**src/i2cm_pkg.sv**
```systemverilog
`timescale 1ns / 1ps
// ----------------------------------------------------------------------------
// i2cm_pkg
// Shared types and constants of the acked-register-access I2C master.
// ----------------------------------------------------------------------------
package i2cm_pkg;

	localparam int unsigned MAX_READ_LENGTH_DEF = 256;
	localparam logic [15:0] DELAY_TICKS_RESET   = 16'd100;
	localparam logic [3:0]  BYTE_BITS           = 4'd8;

	typedef enum logic [3:0] {
		ST_IDLE      = 4'd0,
		ST_START_A   = 4'd1,
		ST_START_B   = 4'd2,
		ST_START_C   = 4'd3,
		ST_TX_SET    = 4'd4,
		ST_TX_HIGH   = 4'd5,
		ST_ACK_SETUP = 4'd6,
		ST_ACK_HIGH  = 4'd7,
		ST_ACK_END   = 4'd8,
		ST_RX_LOW    = 4'd9,
		ST_RX_HIGH   = 4'd10,
		ST_RACK_SET  = 4'd11,
		ST_RACK_HIGH = 4'd12,
		ST_STOP_A    = 4'd13,
		ST_STOP_B    = 4'd14
	} step_t;

	typedef enum logic [1:0] {
		BS_DEVICE   = 2'd0,
		BS_REGISTER = 2'd1,
		BS_VALUE    = 2'd2,
		BS_READ_DEV = 2'd3
	} byte_stage_t;

	typedef struct packed {
		logic       scl_out;
		logic       sda_out;
		logic       sda_enable;
		logic       busy_res;
		logic       read_valid;
		logic [7:0] read_data;
		logic       read_last;
		logic       done_res;
		logic       nack_error;
	} result_t;

endpackage

```
**src/i2cm_seq.sv**
```systemverilog
`timescale 1ns / 1ps
// ----------------------------------------------------------------------------
// i2cm_seq
// Bus sequencer: advances one step once the accepted ticks reach the delay, computes the result.
// ----------------------------------------------------------------------------
module i2cm_seq
	import i2cm_pkg::*;
#(
	parameter int unsigned MAX_READ_LENGTH = MAX_READ_LENGTH_DEF
) (
	input  logic        clk,
	input  logic        arst_n,
	input  logic        cfg_wr_en,
	input  logic [15:0] cfg_wr_data,
	input  logic        accept,
	input  logic        kind,
	input  logic        operation,
	input  logic [7:0]  device_byte,
	input  logic [7:0]  register_address,
	input  logic [7:0]  write_value,
	input  logic [8:0]  read_length,
	input  logic        sda_in,
	output result_t     result
);

	localparam int unsigned CW = $clog2(MAX_READ_LENGTH + 1);
	localparam int unsigned LW = (CW > 9) ? CW : 9;
	localparam logic [CW-1:0] REM_ONE = CW'(1);
	localparam logic [LW-1:0] LEN_MAX = LW'(MAX_READ_LENGTH);

	step_t       step_q, n_step;
	byte_stage_t stage_q, n_stage;
	logic [15:0] dly_q, cnt_q, n_cnt;
	logic [3:0]  bit_q, n_bit;
	logic [7:0]  shift_q, n_shift;
	logic [CW-1:0] rem_q, n_rem;
	logic [7:0]  dev_q, n_dev, reg_q, n_reg, val_q, n_val;
	logic        op_q, n_op, abort_q, n_abort;
	logic        scl_q, n_scl, sda_q, n_sda, en_q, n_en;
	logic        fire;

	always_comb begin
		logic [15:0]   limit;
		logic [15:0]   cnt_inc;
		logic [LW-1:0] len;
		n_step  = step_q;
		n_stage = stage_q;
		n_cnt   = cnt_q;
		n_bit   = bit_q;
		n_shift = shift_q;
		n_rem   = rem_q;
		n_dev   = dev_q;
		n_reg   = reg_q;
		n_val   = val_q;
		n_op    = op_q;
		n_abort = abort_q;
		n_scl   = scl_q;
		n_sda   = sda_q;
		n_en    = en_q;
		fire    = 1'b0;
		limit   = (dly_q == 16'd0) ? 16'd1 : dly_q;
		cnt_inc = cnt_q + 16'd1;
		len     = LW'(read_length);
		if (len == '0) begin
			len = LW'(1);
		end
		if (len > LEN_MAX) begin
			len = LEN_MAX;
		end
		if (accept) begin
			if (!kind) begin
				if (step_q == ST_IDLE) begin
					n_op    = operation;
					n_dev   = device_byte;
					n_reg   = register_address;
					n_val   = write_value;
					n_rem   = CW'(len);
					n_stage = BS_DEVICE;
					n_abort = 1'b0;
					n_cnt   = '0;
					n_bit   = '0;
					n_shift = device_byte;
					n_step  = ST_START_A;
					n_scl   = 1'b1;
					n_sda   = 1'b1;
					n_en    = 1'b1;
				end
			end else if (step_q != ST_IDLE) begin
				if (cnt_inc >= limit) begin
					n_cnt = '0;
					fire  = 1'b1;
					case (step_q)
						ST_START_A: begin
							n_step = ST_START_B; n_scl = 1'b1; n_sda = 1'b0; n_en = 1'b1;
						end
						ST_START_B: begin
							n_step = ST_START_C; n_scl = 1'b0; n_sda = 1'b0; n_en = 1'b1;
						end
						ST_START_C: begin
							n_bit  = '0;
							n_step = ST_TX_SET; n_scl = 1'b0; n_sda = shift_q[7]; n_en = 1'b1;
						end
						ST_TX_SET: begin
							n_step = ST_TX_HIGH; n_scl = 1'b1; n_sda = shift_q[7]; n_en = 1'b1;
						end
						ST_TX_HIGH: begin
							n_shift = {shift_q[6:0], 1'b0};
							n_bit   = bit_q + 4'd1;
							if (n_bit >= BYTE_BITS) begin
								n_step = ST_ACK_SETUP; n_scl = 1'b0; n_sda = 1'b1; n_en = 1'b0;
							end else begin
								n_step = ST_TX_SET; n_scl = 1'b0; n_sda = shift_q[6]; n_en = 1'b1;
							end
						end
						ST_ACK_SETUP: begin
							n_step = ST_ACK_HIGH; n_scl = 1'b1; n_sda = 1'b1; n_en = 1'b0;
						end
						ST_ACK_HIGH: begin
							// nack from the slave: go straight to stop
							if (sda_in) begin
								n_abort = 1'b1;
								n_step = ST_STOP_A; n_scl = 1'b0; n_sda = 1'b0; n_en = 1'b1;
							end else begin
								n_step = ST_ACK_END; n_scl = 1'b0; n_sda = 1'b1; n_en = 1'b1;
							end
						end
						ST_ACK_END: begin
							case (stage_q)
								BS_DEVICE: begin
									n_stage = BS_REGISTER;
									n_shift = reg_q;
									n_bit   = '0;
									n_step = ST_TX_SET; n_scl = 1'b0; n_sda = reg_q[7]; n_en = 1'b1;
								end
								BS_REGISTER: begin
									if (!op_q) begin
										n_stage = BS_VALUE;
										n_shift = val_q;
										n_bit   = '0;
										n_step = ST_TX_SET; n_scl = 1'b0; n_sda = val_q[7];
										n_en   = 1'b1;
									end else begin
										// repeated start, then device byte with read bit
										n_stage = BS_READ_DEV;
										n_shift = dev_q + 8'd1;
										n_step = ST_START_A; n_scl = 1'b1; n_sda = 1'b1; n_en = 1'b1;
									end
								end
								BS_VALUE: begin
									n_step = ST_STOP_A; n_scl = 1'b0; n_sda = 1'b0; n_en = 1'b1;
								end
								default: begin
									n_bit   = '0;
									n_shift = '0;
									n_step = ST_RX_LOW; n_scl = 1'b0; n_sda = 1'b1; n_en = 1'b0;
								end
							endcase
						end
						ST_RX_LOW: begin
							n_step = ST_RX_HIGH; n_scl = 1'b1; n_sda = 1'b1; n_en = 1'b0;
						end
						ST_RX_HIGH: begin
							n_shift = {shift_q[6:0], sda_in};
							n_bit   = bit_q + 4'd1;
							if (n_bit >= BYTE_BITS) begin
								// ack every byte but the last
								n_step = ST_RACK_SET; n_scl = 1'b0; n_sda = (rem_q <= REM_ONE);
								n_en   = 1'b1;
							end else begin
								n_step = ST_RX_LOW; n_scl = 1'b0; n_sda = 1'b1; n_en = 1'b0;
							end
						end
						ST_RACK_SET: begin
							n_step = ST_RACK_HIGH; n_scl = 1'b1; n_sda = sda_q; n_en = 1'b1;
						end
						ST_RACK_HIGH: begin
							if (rem_q != '0) begin
								n_rem = rem_q - REM_ONE;
							end
							if (rem_q <= REM_ONE) begin
								n_step = ST_STOP_A; n_scl = 1'b0; n_sda = 1'b0; n_en = 1'b1;
							end else begin
								n_bit   = '0;
								n_shift = '0;
								n_step = ST_RX_LOW; n_scl = 1'b0; n_sda = 1'b1; n_en = 1'b0;
							end
						end
						ST_STOP_A: begin
							n_step = ST_STOP_B; n_scl = 1'b1; n_sda = 1'b0; n_en = 1'b1;
						end
						ST_STOP_B: begin
							n_abort = 1'b0;
							n_step = ST_IDLE; n_scl = 1'b1; n_sda = 1'b1; n_en = 1'b1;
						end
						default: begin
							n_step = ST_IDLE; n_scl = 1'b1; n_sda = 1'b1; n_en = 1'b1;
						end
					endcase
				end else begin
					n_cnt = cnt_inc;
				end
			end
		end
	end

	always_comb begin
		result            = '0;
		result.scl_out    = n_scl;
		result.sda_out    = n_sda;
		result.sda_enable = n_en;
		result.busy_res   = (n_step != ST_IDLE);
		if (fire && step_q == ST_RACK_HIGH) begin
			result.read_valid = 1'b1;
			result.read_data  = shift_q;
			result.read_last  = (rem_q <= REM_ONE);
		end
		if (fire && step_q == ST_STOP_B) begin
			result.done_res   = 1'b1;
			result.nack_error = abort_q;
		end
	end

	always_ff @(posedge clk or negedge arst_n) begin
		if (!arst_n) begin
			step_q  <= ST_IDLE;
			stage_q <= BS_DEVICE;
			dly_q   <= DELAY_TICKS_RESET;
			cnt_q   <= '0;
			bit_q   <= '0;
			shift_q <= '0;
			rem_q   <= '0;
			dev_q   <= '0;
			reg_q   <= '0;
			val_q   <= '0;
			op_q    <= 1'b0;
			abort_q <= 1'b0;
			scl_q   <= 1'b1;
			sda_q   <= 1'b1;
			en_q    <= 1'b1;
		end else begin
			if (cfg_wr_en) begin
				dly_q <= cfg_wr_data;
			end
			step_q  <= n_step;
			stage_q <= n_stage;
			cnt_q   <= n_cnt;
			bit_q   <= n_bit;
			shift_q <= n_shift;
			rem_q   <= n_rem;
			dev_q   <= n_dev;
			reg_q   <= n_reg;
			val_q   <= n_val;
			op_q    <= n_op;
			abort_q <= n_abort;
			scl_q   <= n_scl;
			sda_q   <= n_sda;
			en_q    <= n_en;
		end
	end

`ifndef SYNTH
	// a command taken while idle always opens with a start condition
	a_cmd_starts: assert property (@(posedge clk) disable iff (!arst_n)
		(accept && !kind && step_q == ST_IDLE) |=> (step_q == ST_START_A))
		else $error("command while idle did not start a transaction");

	// the bus is released only while the slave drives data or ack
	a_release: assert property (@(posedge clk) disable iff (!arst_n)
		!en_q |-> (step_q == ST_ACK_SETUP || step_q == ST_ACK_HIGH ||
			step_q == ST_RX_LOW || step_q == ST_RX_HIGH))
		else $error("sda released outside a receive phase");

	// completion ends the transaction and leaves the lines idle
	a_done_idle: assert property (@(posedge clk) disable iff (!arst_n)
		(accept && result.done_res) |=> (step_q == ST_IDLE && scl_q && sda_q && en_q))
		else $error("done without returning to idle");

	// a received byte always belongs to a burst with bytes left
	a_read_count: assert property (@(posedge clk) disable iff (!arst_n)
		result.read_valid |-> (rem_q != '0 && op_q))
		else $error("read byte outside a burst read");
`endif

endmodule

```
**src/i2c_master_acked_register_access.sv**
```systemverilog
`timescale 1ns / 1ps
// ----------------------------------------------------------------------------
// i2c_master_acked_register_access
// I2C master for register writes and burst register reads with ack checking.
// ----------------------------------------------------------------------------
// Usage:
// - the input channel (in_valid / in_stall) carries one item per transfer:
//   kind 0 is a command (acted on only while idle), kind 1 is a time tick
//   carrying the sampled sda level
// - every accepted item yields exactly one result on the output channel
//   (out_valid / out_stall) with the line levels, busy, read byte and done
// - delay_ticks (cfg_wr_en / cfg_wr_data) sets ticks per bus phase; write it
//   only while no transfer is in flight; a shorter value ends the running
//   phase on the next tick
// - the result is registered, valid in the cycle after the input transfer;
//   an item can be taken every cycle while in_stall is low; the sequencer
//   step logic sits between the state registers and the result register
// - when the receiver stalls, the result register holds and in_stall rises
//   until the result is taken; nothing is dropped
// - reset leaves the block idle with scl high, sda high and driven, and
//   delay_ticks at 100; no output is valid after reset
// ----------------------------------------------------------------------------
module i2c_master_acked_register_access
	import i2cm_pkg::*;
#(
	parameter int unsigned MAX_READ_LENGTH = MAX_READ_LENGTH_DEF
) (
	input  logic        clk,
	input  logic        arst_n,
	input  logic        cfg_wr_en,
	input  logic [15:0] cfg_wr_data,
	input  logic        in_valid,
	output logic        in_stall,
	input  logic        kind,
	input  logic        operation,
	input  logic [7:0]  device_byte,
	input  logic [7:0]  register_address,
	input  logic [7:0]  write_value,
	input  logic [8:0]  read_length,
	input  logic        sda_in,
	output logic        out_valid,
	input  logic        out_stall,
	output logic        scl_out,
	output logic        sda_out,
	output logic        sda_enable,
	output logic        busy_res,
	output logic        read_valid,
	output logic [7:0]  read_data,
	output logic        read_last,
	output logic        done_res,
	output logic        nack_error
);

	logic    accept;
	logic    out_valid_q;
	result_t result;
	result_t result_q;

	// a new item is taken unless the held result is still blocked
	assign in_stall = out_valid_q & out_stall;
	assign accept   = in_valid & ~in_stall;

	i2cm_seq #(
		.MAX_READ_LENGTH(MAX_READ_LENGTH)
	) u_seq (
		.clk             (clk),
		.arst_n          (arst_n),
		.cfg_wr_en       (cfg_wr_en),
		.cfg_wr_data     (cfg_wr_data),
		.accept          (accept),
		.kind            (kind),
		.operation       (operation),
		.device_byte     (device_byte),
		.register_address(register_address),
		.write_value     (write_value),
		.read_length     (read_length),
		.sda_in          (sda_in),
		.result          (result)
	);

	always_ff @(posedge clk or negedge arst_n) begin
		if (!arst_n) begin
			out_valid_q <= 1'b0;
		end else if (accept) begin
			out_valid_q <= 1'b1;
		end else if (!out_stall) begin
			out_valid_q <= 1'b0;
		end
	end

	always_ff @(posedge clk) begin
		if (accept) begin
			result_q <= result;
		end
	end

	assign out_valid  = out_valid_q;
	assign scl_out    = result_q.scl_out;
	assign sda_out    = result_q.sda_out;
	assign sda_enable = result_q.sda_enable;
	assign busy_res   = result_q.busy_res;
	assign read_valid = result_q.read_valid;
	assign read_data  = result_q.read_data;
	assign read_last  = result_q.read_last;
	assign done_res   = result_q.done_res;
	assign nack_error = result_q.nack_error;

endmodule

```
**config.mk**
```make
export PLATFORM = sky130hd
export DESIGN_NAME = i2c_master_acked_register_access
export DESIGN_NICKNAME = d
export VERILOG_FILES = /design/src/i2cm_pkg.sv /design/src/i2cm_seq.sv /design/src/i2c_master_acked_register_access.sv
export SDC_FILE = /design/constraint.sdc
export NUM_CORES = 1
export LEC_CHECK = 0
export BUFFER_PORTS_ARGS = -buffer_cell sky130_fd_sc_hd__buf_2
export CORE_UTILIZATION = 45
export CTS_BUF_LIST = sky130_fd_sc_hd__clkbuf_8
export DETAILED_ROUTE_END_ITERATION = 7
export HOLD_SLACK_MARGIN = 0.1
export PLACE_DENSITY_LB_ADDON = 0.05
export REMOVE_ABC_BUFFERS = 1
export SLEW_MARGIN = 10
export SYNTH_ARGS = -nofsm -noshare
export SYNTH_HDL_FRONTEND = slang
export SYNTH_SLANG_ARGS = --single-unit
```
**constraint.sdc**
```tcl
create_clock -name clk -period 5.5 [get_ports clk]
set_input_delay 0.275 -clock clk [delete_from_list [all_inputs] [get_ports clk]]
set_output_delay 0.275 -clock clk [all_outputs]
set_load 0.02 [all_outputs]
```
==> qor.csv <==
metric;value;unit
hold_viol;0;
area_growth;16.3;%
synth.ff_latch_count;105;
hpwl;10600;µm
synth_cells;636;
power.leakage;3.16;nW
clock_sinks;105;
synthDistinctLibCells;66;
vias;5142;
powerDensity;306;mW/mm²
cts_setup_buffers;0;
cts_max_path_buffers;2;
p_seq_frac;0.526;
setup_tns;0;ns
layout-drive-gt1-share;0.195;
cts.clk_slew.worst_paths;0.10;ns
core_area;0.0132;mm²
yosys_warnings;0;
critPathKind;flip-flop to flip-flop;
globalRouteMet3Util;0.0555;
place_congestion;0.866;
grt_pass1_vias;5022;
viasPerCell;5.66;
wl;15100;µm
final_common_cell;dfrtp_1;
n_antenna_cell;0;
async_reset_ff_frac;0.848;
crit_required;5.84;ns
worst_slew_pin_slew;0.990;ns
combPwrFrac;0.269;
final_nets;809;
grt_pass1_wl;25200;µm
overflow;0;
skew;0.0121;ns
grt_usage;0.231;
p_int;1.44;mW
syn_avg_cell_area;9.56;µm²
die_y;118;µm
clk_latency;0.39;ns
path_max_fanout;13;
period_share;0.744;
post-route-min-period;4.09;ns
netSwitchingFraction;0.336;
rows;42;
grt_max_degree;74;
status;complete, but fails checks;
synth_top_area_cell;dfrtp_1;
ys.flop_type;dfrtp_1;
final.fill_count;1223;
grt-busiest-layer;met2;
multiInputGateArea;0.00309;mm²
switching_power;0.726;mW
setup_viol;0;
endpoint_kind;flip-flop;
start_util;0.461;
synth_edf_count;16;
hold_class;primary input to flip-flop;
violations;design-rule violations;
drtPass1Iterations;7;
die_x;118;µm
pwr-share-clk;0.205;
h-tree-depth;3;
wl_per_cell;16.6;µm
arrival;4.43;ns
first_iter_violations;402;
cts_buffers;9;
slew_viol_final;0;
grt_util_met1;0.308;
ant_nets;0;
hold_ws;0.121;ns
final-seq-area;0.00272;mm²
synthTopCellsByArea;dfrtp_1, edfxtp_1, mux2_2;
grtUsageMet2;0.371;
synth_top_area_share;0.342;
tritoncts;yes;
synth_area;0.00608;mm²
rsz0062_at_grt;no;
antenna_found_initial;0;
drcViolationCount;2;
final_cell_mix;dfrtp_1, buf_2, nand2_1, o21ai_0, nor2_1;
drv_cap;0;
cts-root-buf;clkbuf_8;
io_buffer_count;74;
die_area;0.0140;mm²
cp-start-kind;flip-flop;
synth_seq_area_share;0.447;
utilization;0.536;
clock.fmax;244;MHz
slew_headroom;0.335;
io_pins;75;
vdd_ir_drop_max;170;µV
final cells by class:
type                    instances  share of cell area
clock inverters                 7             0.00655
clock buffers                   9              0.0175
multi-input cells             464               0.437
inverters                      36              0.0191
flip-flops and latches        105               0.384
well taps                     176              0.0311
repair buffers                112               0.105
state kept, by name, summed over array words and instances, names as in the netlist, 2 cells and up:
name / count
u_seq.cnt_q: 16
u_seq.shift_q: 8
u_seq.step_q: 4
u_seq.dly_q: 16
u_seq.dev_q: 8
u_seq.bit_q: 4
u_seq.reg_q: 8
u_seq.val_q: 8
u_seq.rem_q: 9
u_seq.stage_q: 2
read_data: 8
repair_timing:
item | in CTS | in global routing
hold buffers | 34 | 0
gates resized for setup | 0 | 0
hold endpoints to repair | 49 | 0
logic make-up after synthesis:
kind of cell | share of synthesized area
AND/OR/NAND/NOR | 0.171
AO/OA/AOI/OAI | 0.176
flip-flops | 0.447
buffers and inverters | 0.0465
multiplexers | 0.0782
adder cells (fa/ha/maj) | 0.0494
XOR/XNOR | 0.0317
path summary, 6_finish.rpt:
check	startpoint	endpoint	slack, ns	depth (start not counted)
worst max-delay path	u_seq.cnt_q[2]$_DFFE_PN0P_	u_seq.cnt_q[15]$_DFFE_PN0P_	1.41	13
worst min-delay path	device_byte[4]	u_seq.dev_q[4]$_DFFE_PN0P_	0.12	2
worst max register to register	u_seq.cnt_q[2]$_DFFE_PN0P_	u_seq.cnt_q[15]$_DFFE_PN0P_	1.41	13
worst min register to register	u_seq.rem_q[4]$_DFFE_PN0P_	u_seq.rem_q[4]$_DFFE_PN0P_	0.51	1
max in group asynchronous	arst_n	u_seq.reg_q[4]$_DFFE_PN0P_	4.04	3
min in group asynchronous	arst_n	u_seq.step_q[1]$_DFF_PN0_	0.28	2
power groups by stage:
stage / registers, mW / clock network [mW] / logic [mW]
2_1_floorplan: 1.10 / 0 / 0.416
3_3_place_gp: 1.15 / 0 / 0.550
3_5_place_dp: 1.15 / 0 / 0.562
4_1_cts: 1.14 / 0.461 / 0.586
5_1_grt: 1.17 / 0.489 / 0.653
6_report: 1.14 / 0.442 / 0.582
per-stage QoR:
stage	power [mW]	instance area (µm²)	instances	worst slack, ns
floorplan	1.52	5930	605	1.39
global placement	1.70	6560	859	1.56
detailed placement	1.71	6560	859	1.47
CTS	2.18	7070	909	1.43
global route	2.31	7070	909	1.07
finish	2.16	7070	909	1.41
cells in the mapped netlist, drive strengths merged, types with 6 or more instances:
| cell type | n |
|---|---|
| dfstp | 6 |
| and2 | 11 |
| mux2 | 36 |
| edfxtp | 16 |
| buf | 15 |
| o2bb2ai | 6 |
| inv | 36 |
| ha | 24 |
| nor2b | 8 |
| nor3 | 19 |
| nor4 | 7 |
| o21ai | 58 |
| clkbuf | 16 |
| dfrtp | 83 |
| xor2 | 14 |
| nand3 | 27 |
| nor2 | 49 |
| xnor2 | 8 |
| nand2b | 6 |
| and3 | 14 |
| a21oi | 34 |
| nand2 | 61 |
| a22o | 15 |
| a22oi | 8 |
metal layers:
metal  up-vias  wire length, µm
met3        20              783
li1       2474                -
met4         0              229
met2       153             6910
met5         -                0
met1      2495             7140
worst max-delay path: stages, from the launching register on:
cell,delay [ns]
dfrtp_1,0.45
and3_1,0.21
and3_1,0.19
nand3_1,0.22
nor4_1,0.53
xor2_1,0.13
ha_1,0.33
and3_1,0.18
a21oi_1,0.14
and3_1,0.19
nand3_2,0.18
a21o_2,0.29
nor2_1,0.70
a22o_1,0.26
(Power assumes the default switching activity.)
